==> src/hw/rtl/swbd_pkg.sv <==
// Shared types and constants of the stopwatch with debounced buttons.
// Depends on nothing; the timer and the top level refer to it by scoped names.
`default_nettype none

package swbd_pkg;

	localparam logic [7:0] DEBOUNCE_RESET = 8'd4;
	localparam logic [6:0] HUNDREDTHS_LAST = 7'd99;
	localparam logic [5:0] SECONDS_LAST = 6'd59;
	localparam logic [5:0] MINUTES_LAST = 6'd59;

	// Control from the button logic to the time counters for one item.
	typedef struct packed {
		logic tick;
		logic toggle;
		logic clear;
	} swbd_ctrl_t;

endpackage

`default_nettype wire

==> src/hw/rtl/swbd_button.sv <==
// One debounced push button: arming flag and holdoff counter.
// Depends on no other file; the holdoff length comes in on debounce_ticks.
`default_nettype none

module swbd_button (
	input  wire logic       clk,
	input  wire logic       arst_n,
	input  wire logic       update,
	input  wire logic       tick,
	input  wire logic       level,
	input  wire logic [7:0] debounce_ticks,
	output logic            press
);

	logic       armed_q;
	logic [7:0] holdoff_q;
	logic       armed_d;
	logic [7:0] holdoff_mid;
	logic [7:0] holdoff_d;

	// A press acts only when the button is armed and its holdoff has run out.
	assign press = update && !level && armed_q && (holdoff_q == 8'd0);

	always_comb begin
		armed_d = armed_q;
		holdoff_mid = holdoff_q;
		if (press) begin
			armed_d = 1'b0;
			holdoff_mid = debounce_ticks;
		end else if (!armed_q && level) begin
			armed_d = 1'b1;
		end
		holdoff_d = holdoff_mid;
		if (tick && (holdoff_mid != 8'd0)) begin
			holdoff_d = holdoff_mid - 8'd1;
		end
	end

	always_ff @(posedge clk or negedge arst_n) begin
		if (!arst_n) begin
			armed_q <= 1'b1;
			holdoff_q <= 8'd0;
		end else if (update) begin
			armed_q <= armed_d;
			holdoff_q <= holdoff_d;
		end
	end

endmodule

`default_nettype wire

==> src/hw/rtl/swbd_timer.sv <==
// Run flag and cascaded hundredths, seconds, minutes and hours counters.
// Depends on swbd_pkg for the control struct and the counter limits.
`default_nettype none

module swbd_timer (
	input  wire logic                clk,
	input  wire logic                arst_n,
	input  wire logic                update,
	input  wire swbd_pkg::swbd_ctrl_t ctrl,
	output logic [7:0]               hours_q,
	output logic [5:0]               minutes_q,
	output logic [5:0]               seconds_q,
	output logic [6:0]               hundredths_q,
	output logic                     running_q
);

	logic       running_d;
	logic       step;
	logic       wrap_h;
	logic       wrap_s;
	logic       wrap_m;
	logic [7:0] hours_d;
	logic [5:0] minutes_d;
	logic [5:0] seconds_d;
	logic [6:0] hundredths_d;

	always_comb begin
		running_d = ctrl.clear ? 1'b0 : (running_q ^ ctrl.toggle);
		step = ctrl.tick && running_d && !ctrl.clear;
		wrap_h = hundredths_q == swbd_pkg::HUNDREDTHS_LAST;
		wrap_s = wrap_h && (seconds_q == swbd_pkg::SECONDS_LAST);
		wrap_m = wrap_s && (minutes_q == swbd_pkg::MINUTES_LAST);
		hundredths_d = hundredths_q;
		seconds_d = seconds_q;
		minutes_d = minutes_q;
		hours_d = hours_q;
		if (ctrl.clear) begin
			hundredths_d = 7'd0;
			seconds_d = 6'd0;
			minutes_d = 6'd0;
			hours_d = 8'd0;
		end else if (step) begin
			hundredths_d = wrap_h ? 7'd0 : hundredths_q + 7'd1;
			if (wrap_h) begin
				seconds_d = wrap_s ? 6'd0 : seconds_q + 6'd1;
			end
			if (wrap_s) begin
				minutes_d = wrap_m ? 6'd0 : minutes_q + 6'd1;
			end
			if (wrap_m) begin
				hours_d = hours_q + 8'd1;
			end
		end
	end

	always_ff @(posedge clk or negedge arst_n) begin
		if (!arst_n) begin
			hundredths_q <= 7'd0;
			seconds_q <= 6'd0;
			minutes_q <= 6'd0;
			hours_q <= 8'd0;
			running_q <= 1'b0;
		end else if (update) begin
			hundredths_q <= hundredths_d;
			seconds_q <= seconds_d;
			minutes_q <= minutes_d;
			hours_q <= hours_d;
			running_q <= running_d;
		end
	end

endmodule

`default_nettype wire

==> src/hw/rtl/stopwatch_with_button_debounce_top.sv <==
// Top level of the stopwatch with two debounced buttons.
// Depends on swbd_pkg, swbd_button and swbd_timer.
//
// Channel   Direction  Handshake            Payload
// in        sink       in_valid / in_stall   tick, start_stop_pin, reset_pin
// out       source     out_valid / out_stall hours_count, minutes_count,
//                                             seconds_count, hundredths_count,
//                                             is_running
// cfg       sink       cfg_valid / cfg_ready cfg_data (holdoff length in ticks)
//
// Each item is taken into an input register and, when it advances, updates the
// button and time state, whose registers form the result. One item can be
// accepted every cycle while the output is not stalled. Reset clears the time,
// stops the watch, arms both buttons and sets the holdoff length to four ticks.
// While the result is stalled the input register still takes one more item and
// only then raises in_stall.
`default_nettype none

module stopwatch_with_button_debounce_top (
	input  wire logic       clk,
	input  wire logic       arst_n,
	input  wire logic       in_valid,
	output logic            in_stall,
	input  wire logic       tick,
	input  wire logic       start_stop_pin,
	input  wire logic       reset_pin,
	output logic            out_valid,
	input  wire logic       out_stall,
	output logic [7:0]      hours_count,
	output logic [5:0]      minutes_count,
	output logic [5:0]      seconds_count,
	output logic [6:0]      hundredths_count,
	output logic            is_running,
	input  wire logic       cfg_valid,
	output logic            cfg_ready,
	input  wire logic [7:0] cfg_data
);

	logic                 valid_s1;
	logic                 tick_s1;
	logic                 ss_pin_s1;
	logic                 rst_pin_s1;
	logic                 out_valid_q;
	logic [7:0]           debounce_ticks_q;
	logic                 advance;
	logic                 ss_press;
	logic                 rst_press;
	swbd_pkg::swbd_ctrl_t ctrl;

	// The held item moves on when the result slot is empty or being taken.
	assign advance = valid_s1 && (!out_valid_q || !out_stall);
	assign in_stall = valid_s1 && !advance;
	assign cfg_ready = 1'b1;
	assign out_valid = out_valid_q;

	always_ff @(posedge clk or negedge arst_n) begin
		if (!arst_n) begin
			valid_s1 <= 1'b0;
		end else if (!in_stall) begin
			valid_s1 <= in_valid;
		end
	end

	// The input payload needs no reset; it is only used when valid_s1 is set.
	always_ff @(posedge clk) begin
		if (!in_stall && in_valid) begin
			tick_s1 <= tick;
			ss_pin_s1 <= start_stop_pin;
			rst_pin_s1 <= reset_pin;
		end
	end

	always_ff @(posedge clk or negedge arst_n) begin
		if (!arst_n) begin
			out_valid_q <= 1'b0;
		end else if (advance) begin
			out_valid_q <= 1'b1;
		end else if (!out_stall) begin
			out_valid_q <= 1'b0;
		end
	end

	always_ff @(posedge clk or negedge arst_n) begin
		if (!arst_n) begin
			debounce_ticks_q <= swbd_pkg::DEBOUNCE_RESET;
		end else if (cfg_valid && cfg_ready) begin
			debounce_ticks_q <= cfg_data;
		end
	end

	// Start/stop button.
	swbd_button u_ss_button (
		.clk            (clk),
		.arst_n         (arst_n),
		.update         (advance),
		.tick           (tick_s1),
		.level          (ss_pin_s1),
		.debounce_ticks (debounce_ticks_q),
		.press          (ss_press)
	);

	// Reset button.
	swbd_button u_rst_button (
		.clk            (clk),
		.arst_n         (arst_n),
		.update         (advance),
		.tick           (tick_s1),
		.level          (rst_pin_s1),
		.debounce_ticks (debounce_ticks_q),
		.press          (rst_press)
	);

	assign ctrl.tick = tick_s1;
	assign ctrl.toggle = ss_press;
	assign ctrl.clear = rst_press;

	// The timer registers are the result register: they only change when an item
	// advances, which happens only when the result slot is empty or being taken.
	swbd_timer u_timer (
		.clk          (clk),
		.arst_n       (arst_n),
		.update       (advance),
		.ctrl         (ctrl),
		.hours_q      (hours_count),
		.minutes_q    (minutes_count),
		.seconds_q    (seconds_count),
		.hundredths_q (hundredths_count),
		.running_q    (is_running)
	);

	// A reset press leaves a cleared, stopped watch in the result.
	a_reset_clears: assert property (@(posedge clk) disable iff (!arst_n)
		rst_press |=> (hours_count == 8'd0) && (minutes_count == 6'd0) &&
			(seconds_count == 6'd0) && (hundredths_count == 7'd0) && !is_running)
		else $error("reset press did not clear the time");

	// The hundredths counter never leaves its range.
	a_hundredths_range: assert property (@(posedge clk) disable iff (!arst_n)
		hundredths_count <= swbd_pkg::HUNDREDTHS_LAST)
		else $error("hundredths counter out of range");

	// Stall is only raised while an item is held in the input register.
	a_stall_held: assert property (@(posedge clk) disable iff (!arst_n)
		in_stall |-> (valid_s1 && out_valid_q && out_stall))
		else $error("input stalled without a held item");

	// Without an advancing item the result state does not move.
	a_hold_state: assert property (@(posedge clk) disable iff (!arst_n)
		!advance |=> $stable(hundredths_count) && $stable(is_running))
		else $error("result changed without an item");

endmodule

`default_nettype wire
==> config.mk <==
export PLATFORM = sky130hd
export DESIGN_NAME = stopwatch_with_button_debounce_top
export DESIGN_NICKNAME = d
export VERILOG_FILES = /design/src/hw/rtl/swbd_pkg.sv /design/src/hw/rtl/swbd_button.sv /design/src/hw/rtl/swbd_timer.sv /design/src/hw/rtl/stopwatch_with_button_debounce_top.sv
export SDC_FILE = /design/constraint.sdc
export NUM_CORES = 1
export LEC_CHECK = 0
export ABC_CLOCK_PERIOD_IN_PS = 2870
export BUFFER_PORTS_ARGS = -buffer_cell sky130_fd_sc_hd__buf_2
export CAP_MARGIN = 10
export CORE_ASPECT_RATIO = 0.7
export CORE_MARGIN = 8
export CORE_UTILIZATION = 50
export CTS_BUF_LIST = sky130_fd_sc_hd__clkbuf_16
export CTS_CLUSTER_SIZE = 10
export DETAILED_ROUTE_END_ITERATION = 12
export GPL_ROUTABILITY_DRIVEN = 0
export PLACE_DENSITY = 0.77
export SLEW_MARGIN = 20
export SYNTH_ARGS = -nofsm -noshare
export SYNTH_HDL_FRONTEND = slang
export SYNTH_SLANG_ARGS = --single-unit
export TNS_END_PERCENT = 20
==> constraint.sdc <==
create_clock -name clk -period 2.87 [get_ports clk]
set_input_delay 0.287 -clock clk [delete_from_list [all_inputs] [get_ports clk]]
set_output_delay 0.287 -clock clk [all_outputs]
set_load 0.02 [all_outputs]
==> impl_results.md <==
- Leak: 1.86 nW
- Core ar.: 6310 um^2
- WP data arrival: 3.03 ns
- CTS H-Tree Depth: 3
- Post-synth EDFFs: 3
- Area post-placement: 3660 um^2
- Most frequent cells in the layout: dfrtp_1, buf_2, nor2_1, nand2_1, buf_4
- Rel. slew slack: 54.3%
- Diodes inserted: 0
- Mean post-synth cell area: 9.61 um^2
- Total number of vias: 3070
- I/O pin cnt: 47
- 1st-pass router iterations: 7
- Setup TNS Final: 0 ns
- Initial antenna violation count: 0
- First-pass GRT wire length: 13900 um
- # DRC: 0
- # nets final: 433
- Max-cap violations: 0
- RSZ-0062 raised after global routing: true
- Vias/cell: 6.24
- Die height: 83.8 um
- Cells after Synth: 342
- Setup CP Type: reg2reg
- CTS Buf Count: 9
- Syn-to-layout area delta: 25.5%
- Reg2Reg Launch Point: u_ss_button.holdoff_q[1]
- Crit share post-route: 99.2%
- Status: complete, no violations
- WL per Instance: 18.4 um
- Worst-path clk slew: 0.05 ns
- Starting Density: 52.1%
- Leading cell type in the layout, fill and taps excluded: dfrtp_1
- Detail Route Antenna Nets: 0
- Clock Skew: 0.00769 ns
- Vias in the first global route: 2809
- Post-DP HPWL: 5900 um
- Remaining Overflow, GRT: 0
- Async set or reset register ratio after synthesis: 94.9%
- Top post-synthesis cells by area: dfrtp_1, nor2_1, xor2_1
- Largest area contributor in the netlist: dfrtp_1
- Max-slew violation count: 0
- Fmax: 351 MHz
- Worst R2R Path Depth: 10
- Sequential element share of the synthesized area: 45.5%
- FILL cells: 497
- Critical Path Sink: u_ss_button.holdoff_q[7]
- Peak fanout along the critical path: 7
- Drt initial violations: 349
- Worst min-delay path class: in2reg
- Routed wire length: 9040 um
- Synth top area share: 40.4%
- Sink Count: 59
- Critical Path Sink Type: register
- Prevailing post-synth register cell: dfrtp_1
- Slack of the worst reg-to-reg path: 0.02 ns
- PD cells: 736 nW/um^2
- Clock network latency to the later pin of the worst-skew pair: 0.32 ns
- Worst EP required: 3.06 ns
- Share of post-route cells with drive strength above 1: 27.5%
- Largest net degree at the start of global routing: 36
- Clock root cell: clkbuf_16
- Row count: 24
- Gr usage total: 17.8%
- Worst-Margin Slew: 0.680 ns
- Final hold violation count: 0
- Critical path origin: u_ss_button.holdoff_q[1]
- Port bufs: 45
- Reg2reg end: u_ss_button.holdoff_q[7]
- Mapped Area: 3290 um^2
- Crit start category: register
- Ys Warns: 0
- Die Wd: 113 um
- Die ar.: 9460 um^2
- Mapped Nets: 366
- Power Total: 0.00304 W
- Endpoints failing setup: 0
- CTS tree: done
- Yosys cell types: 58
- Minimum clock period after layout: 2.85 ns
- Worst vdd ir: 0.463 mV
- Seq cells post-synth: 59
- CTS max path bufs: 2
- Fin area: 4120 um^2
timing repair:
| item | 4_1_cts | 5_1_grt |
|---|---|---|
| hold buffers | 1 | 0 |
| resized for setup | 0 | 16 |
| endpoints found under the hold margin | 12 | 0 |
| setup buffers | 0 | 9 |
| endpoints found under the setup margin | 0 | 5 |
worst max-delay path, stage by stage (launching register included):
cell and delay (ns):
dfrtp_1 0.46, or4_4 0.60, nor2_1 0.19, a21oi_1 0.15
ha_1 0.22, nand2b_1 0.10, a211oi_1 0.08, a2111oi_1 0.41
buf_4 0.21, mux2i_1 0.17, o211ai_1 0.11
how the worst min path moves through the flow:
| stage | startpoint | endpoint | slack (ns) | depth (start not counted) |
|---|---|---|---|---|
| global route | start_stop_pin | ss_pin_s1 | 0.14 | 1 |
| floorplan | arst_n | debounce_ticks_q[0] | -0.009 | 0 |
| CTS | tick | tick_s1 | 0.13 | 1 |
| detailed placement | arst_n | u_timer.hundredths_q[5] | 0.33 | 1 |
| finish | tick | tick_s1 | 0.14 | 1 |
| global placement | arst_n | u_timer.hundredths_q[2] | 0.33 | 1 |
layout make-up:
type | count | area [um^2] | area share, %
Clock buffer | 9 | 225 | 5.46
Clock inverter | 7 | 83.8 | 2.03
Inverter | 3 | 11.3 | 0.273
Multi-Input combinational cell | 269 | 1820 | 44.0
Sequential cell | 59 | 1500 | 36.3
Tap cell | 78 | 97.6 | 2.37
Timing Repair Buffer | 67 | 393 | 9.53
cell families after synthesis:
family,after synthesis,synth area share [%]
DFF,59,45.5
muxes,16,5.14
buffers and inverters,14,1.83
and+or+nand+nor,157,24.6
other,1,0.114
xor gates and xnor gates,19,5.06
AOI/OAI and AO/OA,68,14.7
adders and majority gates,8,3.05
cell usage after synthesis, types with 8 or more instances:
cell,count
a21oi_1,18
dfrtp_1,53
ha_1,8
nand2_1,32
clkbuf_1,9
nand3_1,19
nor2_1,43
xor2_1,16
mux2i_1,9
o21ai_0,12
and2_1,8
routing by layer:
metal	GRT usage (%)	up-vias	wire, um
li1	-	1401	-
met1	24.7	1461	3970
met2	25.7	170	4060
met3	6.07	38	817
met4	4.82	0	190
met5	0	-	0
sequential cells by signal, indices dropped and copies added, names as in the netlist:
name and count:
debounce_ticks_q 8, out_valid 1, rst_pin_s1 1, ss_pin_s1 1, tick_s1 1, u_rst_button.armed_q 1, u_rst_button.holdoff_q 8, u_ss_button.armed_q 1
u_ss_button.holdoff_q 8, u_timer.hours_q 8, u_timer.hundredths_q 7, u_timer.minutes_q 6, u_timer.running_q 1, u_timer.seconds_q 6, valid_s1 1
power by group:
part	switching (W)	leakage, nW	internal [W]
Combinational	0.000446	0.964	0.000320
Sequential	0.000186	0.743	0.000969
Clock	0.000366	0.152	0.000748
Total	0.000999	1.86	0.00204
metrics by stage:
stage | util [%] | hold slack [ns] | std cells | setup slack [ns]
after floorplan | - | -0.00859 | 342 | 0.00813
after global routing | 65.4 | 0.139 | 492 | -0.112
after global placement | 58.1 | 0.325 | 466 | 0.190
after CTS | 63.2 | 0.134 | 483 | 0.0653
after detailed placement | 58.1 | 0.333 | 466 | 0.122
final | 65.4 | 0.143 | 492 | 0.0226
Note: power is estimated with default switching activity, not from simulation.
